`config.mk`:
```
export PLATFORM = sky130hd
export DESIGN_NAME = crse_csr
export DESIGN_NICKNAME = d
export VERILOG_FILES = /design/src/design/crse_pkg.sv /design/src/design/crse_csr.sv
export SDC_FILE = /design/constraint.sdc
export NUM_CORES = 1
export LEC_CHECK = 0
export BUFFER_PORTS_ARGS = -buffer_cell sky130_fd_sc_hd__buf_2
export CORE_AREA = 5 5 49 51
export DETAILED_ROUTE_END_ITERATION = 7
export DIE_AREA = 0 0 54 56
export PLACE_DENSITY = 0.77
export SETUP_SLACK_MARGIN = 0.5
export SLEW_MARGIN = 20
export SYNTH_ARGS = -nofsm -noshare
export SYNTH_HDL_FRONTEND = slang
export SYNTH_SLANG_ARGS = --single-unit
```
`constraint.sdc`:
```
create_clock -name clock -period 1.4 [get_ports clock]
set_clock_uncertainty 0.2 [all_clocks]
set_input_delay 0 -clock clock [delete_from_list [all_inputs] [get_ports clock]]
set_output_delay 0 -clock clock [all_outputs]
set_load 0.01 [all_outputs]
```
`src/design/crse_pkg.sv`:
```
// shared types, constants and the horner step function of the spline evaluator
package crse_pkg;

   localparam int MAX_POINTS = 16;
   localparam int PTR_W      = $clog2(MAX_POINTS);
   localparam int CNT_W      = 5;
   localparam int CNT_MIN    = 4;
   localparam int COORD_W    = 32;
   localparam int NUM_COORDS = 3;
   localparam int T_W        = 17;
   localparam int FRAC_W     = 16;
   localparam int D_W        = COORD_W + 1;
   localparam int D1_W       = COORD_W + 2;
   localparam int AB_W       = COORD_W + 6;
   localparam int ACC_W      = COORD_W + 8;
   localparam int PROD_W     = ACC_W + T_W + 1;
   localparam int NUM_STAGES = 6;
   localparam int NUM_TAPS   = 4;

   localparam logic [T_W-1:0] T_ONE = T_W'(1 << FRAC_W);

   localparam int TAP_PM1 = 0;
   localparam int TAP_P0  = 1;
   localparam int TAP_P1  = 2;
   localparam int TAP_P2  = 3;

   localparam int REQ_DATA_W = 128;
   localparam int RSP_DATA_W = COORD_W * NUM_COORDS;

   localparam int CSR_ADDR_W = 3;
   localparam int CSR_DATA_W = 32;
   localparam logic [CSR_ADDR_W-3:0] REG_POINT_COUNT = '0;

   typedef enum logic {
      REQ_WRITE = 1'b0,
      REQ_EVAL  = 1'b1
   } crse_req_kind_type;

   typedef logic signed [COORD_W-1:0] crse_coord_type;
   typedef crse_coord_type [NUM_COORDS-1:0] crse_point_type;

   typedef struct packed {
      logic [6:0]             pad;
      logic [T_W-1:0]         t_frac;
      logic [PTR_W-1:0]       segment_start;
      logic signed [COORD_W-1:0] coord_z;
      logic signed [COORD_W-1:0] coord_y;
      logic signed [COORD_W-1:0] coord_x;
      logic [PTR_W-1:0]       point_index;
   } crse_req_data_type;

   typedef struct packed {
      logic s2;
      logic s3;
      logic s4;
      logic s5;
      logic s6;
   } crse_load_type;

   // floor((x * t + half) / 2^16)
   function automatic logic signed [ACC_W-1:0] hstep(input logic signed [ACC_W-1:0] x,
                                                     input logic [T_W-1:0] t);
      logic signed [PROD_W-1:0] prod;
      logic signed [PROD_W-1:0] rnd;
      prod = PROD_W'(x) * PROD_W'(signed'({1'b0, t}));
      rnd  = (prod + PROD_W'(1 << (FRAC_W - 1))) >>> FRAC_W;
      return rnd[ACC_W-1:0];
   endfunction

endpackage

```
`src/design/crse_csr.sv`:
```
// configuration register block holding the point count
module crse_csr (
   input  logic                              clock,
   input  logic                              reset,
   input  logic                              csr_psel,
   input  logic                              csr_penable,
   input  logic                              csr_pwrite,
   input  logic [crse_pkg::CSR_ADDR_W-1:0]   csr_paddr,
   input  logic [crse_pkg::CSR_DATA_W-1:0]   csr_pwdata,
   output logic [crse_pkg::CSR_DATA_W-1:0]   csr_prdata,
   output logic                              csr_pready,
   output logic [crse_pkg::PTR_W-1:0]        last_seg
);
   import crse_pkg::*;

   logic [CNT_W-1:0]       count_ff;
   logic [CNT_W-1:0]       count_in;
   logic [CNT_W-1:0]       count_clamped;
   logic [CSR_ADDR_W-3:0]  reg_index;
   logic                   wr_hit;

   assign reg_index  = csr_paddr[CSR_ADDR_W-1:2];
   assign csr_pready = 1'b1;
   assign wr_hit     = csr_psel && csr_penable && csr_pwrite && csr_pready
                       && (reg_index == REG_POINT_COUNT);
   assign count_in   = csr_pwdata[CNT_W-1:0];

   always_ff @(posedge clock) begin
      if (reset) begin
         count_ff <= CNT_W'(CNT_MIN);
      end else if (wr_hit) begin
         count_ff <= count_in;
      end
   end

   always_comb begin
      if (count_ff < CNT_W'(CNT_MIN)) begin
         count_clamped = CNT_W'(CNT_MIN);
      end else if (count_ff > CNT_W'(MAX_POINTS)) begin
         count_clamped = CNT_W'(MAX_POINTS);
      end else begin
         count_clamped = count_ff;
      end
   end

   assign last_seg   = PTR_W'(count_clamped - CNT_W'(2));
   assign csr_prdata = (reg_index == REG_POINT_COUNT) ? CSR_DATA_W'(count_ff) : '0;

endmodule

```
**After elaboration in Yosys (flattened, before gate mapping)**

Index checks and enable logic that the tools add are counted.

- Add/sub/neg operators: 1
- Order comparisons: 2
- Multiplexer cells: 3
- Bitwise logic cells: 1
- Reductions and logical operators: 3

Operators by type and width:

| cell | count |
|---|---|
| 4-bit 2-to-1 mux | 2 |
| 5-bit greater-than comparator, second input constant | 1 |
| 5-bit by 3-bit less-than comparator with 1-bit output, second input constant | 1 |
| 5-bit 2-to-1 mux | 1 |
| 4-bit by 2-bit subtractor with 4-bit output, second input constant | 1 |
| 1-bit logical AND | 3 |
| 1-bit NOT | 1 |

- Register bits: 5
- Input bits: 40
- Output and inout port bits: 37
- Word-level logic and storage cells: 11

**Logic depth before layout (Yosys ltp)**

- Word-level depth: 4
- Gate-level depth with buffers: 4

**Worst setup path before layout**

Ideal clock, no wire load.

- Path type: reg-to-output
- Start point: reg count_ff[4]
- End point: out last_seg[3] (netlist name)
- Data arrival time: 1.023 ns
- Data required time: 1.200 ns
- Setup slack: 0.177 ns
- Stages on the path, launching flop included: 5
- Buffers on the path: 0
- Path through: dfxtp_1 > inv_1 > o211ai_1 > ha_1 > xnor2_1

- Word-level cells in the longest chain between the ends: 4

RTL lines:

| element | RTL line | text |
|---|---|---|
| start: declaration | crse_csr.sv:16 | `logic [CNT_W-1:0] count_ff;` |
| start signal: assignment | crse_csr.sv:30 | `count_ff <= CNT_W'(CNT_MIN);` |
| start signal: assignment | crse_csr.sv:32 | `count_ff <= count_in;` |
| 5-bit greater-than comparator | crse_csr.sv:39 | `end else if (count_ff > CNT_W'(MAX_POINTS)) begin` |
| 4-bit 2-to-1 mux | crse_csr.sv:39 |  |
| 4-bit 2-to-1 mux (*) | crse_csr.sv:37 | `if (count_ff < CNT_W'(CNT_MIN)) begin` |
| 4-bit by 2-bit subtractor with 4-bit output (*) | crse_csr.sv:46 | `assign last_seg = PTR_W'(count_clamped - CNT_W'(2));` |
| end: declaration | crse_csr.sv:12 | `output logic [crse_pkg::PTR_W-1:0] last_seg` |

Mark *: on every way between the ends. The rest lies on a longest branch, timed or not.

**Worst setup path after layout**

- Start point: reg count_ff[2]
- End point: out last_seg[3] (netlist name)

Same word-level chain as after synthesis.

==> impl_metrics.yaml <==
run_status:
  outcome: "finished with violations"
  failed_checks: "negative hold slack, negative setup slack"
logic_synthesis:
  yosysSeqAreaShare_pct: 18.3
  flip_flop_and_latch_count_after_synthesis: 5
  ys_types: 16
  synthXorXnorAreaFrac_pct: 1.61
  netlist.top_cell.by_area: "sky130_fd_sc_hd__buf_4"
  synthesis.area_um2: 546
  synth.top_cell.area_share_pct: 38.5
  synth_top_family_by_area: "buffers and inverters"
  synth.area.top_cells: "sky130_fd_sc_hd__buf_4, sky130_fd_sc_hd__dfxtp_1, sky130_fd_sc_hd__nand2b_1, sky130_fd_sc_hd__mux2i_1, sky130_fd_sc_hd__and2b_2"
  synthSimpleGateAreaFrac_pct: 19.7
  synthMuxAreaShare_pct: 9.17
  synthCells: 67
  synth-compound-area-share_pct: 4.13
  yosysWarningCount: 0
  synth-adder-area-share_pct: 2.29
  postSynthAreaPerCell_um2: 8.14
power:
  netSwitchingFraction_pct: 29.2
  power.share.clock_pct: 39.0
  internal-power_uw: 306
  power.leakage_uw: 0.000401
  pwr_density_cell_nw_per_um2: 575
  share_seq_of_total_power_pct: 34.5
  comb_power_share_pct: 26.5
  switching_power_uw: 126
  design_power_total_uw: 432
  ir_worst_vdd_uv: 225
worst_setup_path:
  reg2reg_depth: 4
  timing.critical_path.fanout_max: 3
  cp_data_required_time_ns: 1.20
  worst_setup_path_end_kind: "output pin"
  startpoint_type: "flop"
  r2r-end: "count_ff[2]"
  worst_ep_arrival_time_ns: 1.25
  critical_setup_path_class: "flop to output pin"
  rrSetupSlack_ns: 0.40
  r2r_start: "count_ff[2]"
min_path:
  timing.hold.worst.class: "input pin to flop"
  hold_path_end: "count_ff[2]"
  hp-start: "reset"
  timing.hold.worst_path_depth: 3
timing:
  finalSetupViolations: 2
  number_of_max_slew_violations_in_the_final_report: 0
  min_period_ns: 1.45
  clock.fmax_mhz: 691
  final_worst_path_period_share_pct: 103
  rsz0062_at_grt: "yes"
  hold_viol: 5
  worst_setup_margin_ns: -0.0472
  hold-worst-slack_ns: -0.0871
finish:
  area.growth.synth_to_final_pct: 37.8
  largest_reg_flops: 5
  final_net_count: 140
  number_of_fillers_in_the_final_layout: 206
  layout_common_cells: "sky130_fd_sc_hd__conb_1, sky130_fd_sc_hd__buf_2, sky130_fd_sc_hd__buf_6"
  layout-drive-gt1-share_pct: 44.9
  registers_with_the_most_flip_flops: "count_ff x5"
  layout_commonest_cell: "sky130_fd_sc_hd__conb_1"
  max_flop_register: "count_ff"
  insertedDiodeCount: 0
clock_tree:
  cts_tree: "built"
  clkSinkCount: 5
  clk_transition_reported_paths_ns: 0.04
  maximum_root_to_sink_buffer_count: 2
  htreeDepth: 1
  cts_root_buffer: "sky130_fd_sc_hd__clkbuf_4"
  ctsHoldBuffers: 5
  clock_insertion_delay_worst_skew_ns: 0.24
  cts_inserted_buffers: 3
drt:
  postRouteAntennaNets: 0
  routed_wl_um: 1070
  viasPerCell: 3.51
  route.vias.total: 439
  detail_route.drc_violations: 0
  firstDrtPassIters: 4
  wire_per_inst_um: 8.54
  drt_iter0_markers: 5
floorplan:
  die_y_um: 56
  core-area_um2: 1900
  die_wd_um: 54
  start_util_pct: 28.7
  die_area_um2: 3020
  i_o_pin_count: 77
  std_cell_rows: 16
global_route:
  pin_count_of_the_biggest_net_entering_global_routing: 11
  first_global_vias: 388
  grt_antenna_before_repair: 0
  grt_overflow: 0
  global_route_wire_length_before_repair_um: 1580
  grt_usage_pct: 7.46
job:
  timing.max_cap.violations: 0
place:
  place.detailed.hpwl_um: 858
  place.gp.congestion: 0.737
  portBuffers: 19
synthesized netlist by cell type:
master and number:
sky130_fd_sc_hd__nor2_1 4, sky130_fd_sc_hd__conb_1 2, sky130_fd_sc_hd__o211a_1 1, sky130_fd_sc_hd__o21ai_0 1, sky130_fd_sc_hd__buf_1 1, sky130_fd_sc_hd__mux2i_1 5
sky130_fd_sc_hd__and2b_2 3, sky130_fd_sc_hd__and4b_1 1, sky130_fd_sc_hd__nand2b_1 9, sky130_fd_sc_hd__o211ai_1 1, sky130_fd_sc_hd__dfxtp_1 5, sky130_fd_sc_hd__buf_6 1
sky130_fd_sc_hd__ha_1 1, sky130_fd_sc_hd__buf_4 28, sky130_fd_sc_hd__xnor2_1 1, sky130_fd_sc_hd__inv_1 3
metal layers:
layer | wire length, um | global-route usage [%]
met5 | 0 | 0
met2 | 467 | 11.1
met4 | 30 | 6.41
met1 | 375 | 7.69
met3 | 194 | 3.22
worst max-delay path by stage:
stage,from,end,depth (start not counted)
after floorplan,count_ff[2],last_seg[3],3
after global placement,count_ff[3],last_seg[3],5
after detailed placement,count_ff[3],last_seg[3],5
after CTS,count_ff[3],last_seg[3],4
after global routing,count_ff[3],last_seg[2],4
final,count_ff[2],last_seg[3],4
kinds of logic (layout without fill, tap and decap cells):
group | count (synthesis) | in the layout
AO/OA/AOI/OAI | 3 | 3
AND/OR/NAND/NOR | 17 | 17
other | 2 | 28
buffers and inverters | 33 | 38
flip-flops | 5 | 5
multiplexers | 5 | 5
XOR/XNOR | 1 | 1
adder cells (fa/ha/maj) | 1 | 1
power groups by stage:
stage,clock network [uW],registers (uW),logic (uW)
final,168,149,114
after global routing,195,149,127
after CTS,180,149,107
after detailed placement,0,152,84.2
after global placement,0,152,83.3
after floorplan,0,151,121
per-stage QoR:
| step | utilization (%) | setup TNS, ns | worst slack [ns] | instance area (um2) | instances |
|---|---|---|---|---|---|
| global route | 39.5 | -0.247 | -0.124 | 752 | 125 |
| detailed placement | 29.2 | 0 | 0.119 | 556 | 109 |
| global placement | 29.2 | 0 | 0.138 | 556 | 109 |
| CTS | 37.6 | -0.124 | -0.0680 | 714 | 123 |
| floorplan | - | 0 | 0.192 | 652 | 93 |
| finish | 39.5 | -0.0898 | -0.0472 | 752 | 125 |
timing repair:
action,in CTS,in global routing
endpoints found under the setup margin,9,12
gates resized for setup,14,4
hold endpoints to repair,5,5
pin swaps,6,2
buffers inserted,5,2
final cells by class:
class	count	area (um2)	share of cell area, %
clock buffer	4	26.3	3.49
inverter	3	11.3	1.50
multi-input combinational	55	334	44.4
sequential	5	106	14.1
tap	27	33.8	4.49
timing repair buffer	31	240	31.9
critical path, stage by stage, from the launching register on:
cell                       delay, ns
sky130_fd_sc_hd__dfxtp_2        0.32
sky130_fd_sc_hd__o211ai_1       0.22
sky130_fd_sc_hd__ha_2           0.23
sky130_fd_sc_hd__xnor2_2        0.10
sky130_fd_sc_hd__buf_2          0.14
Power figures use the tool's default switching activity.
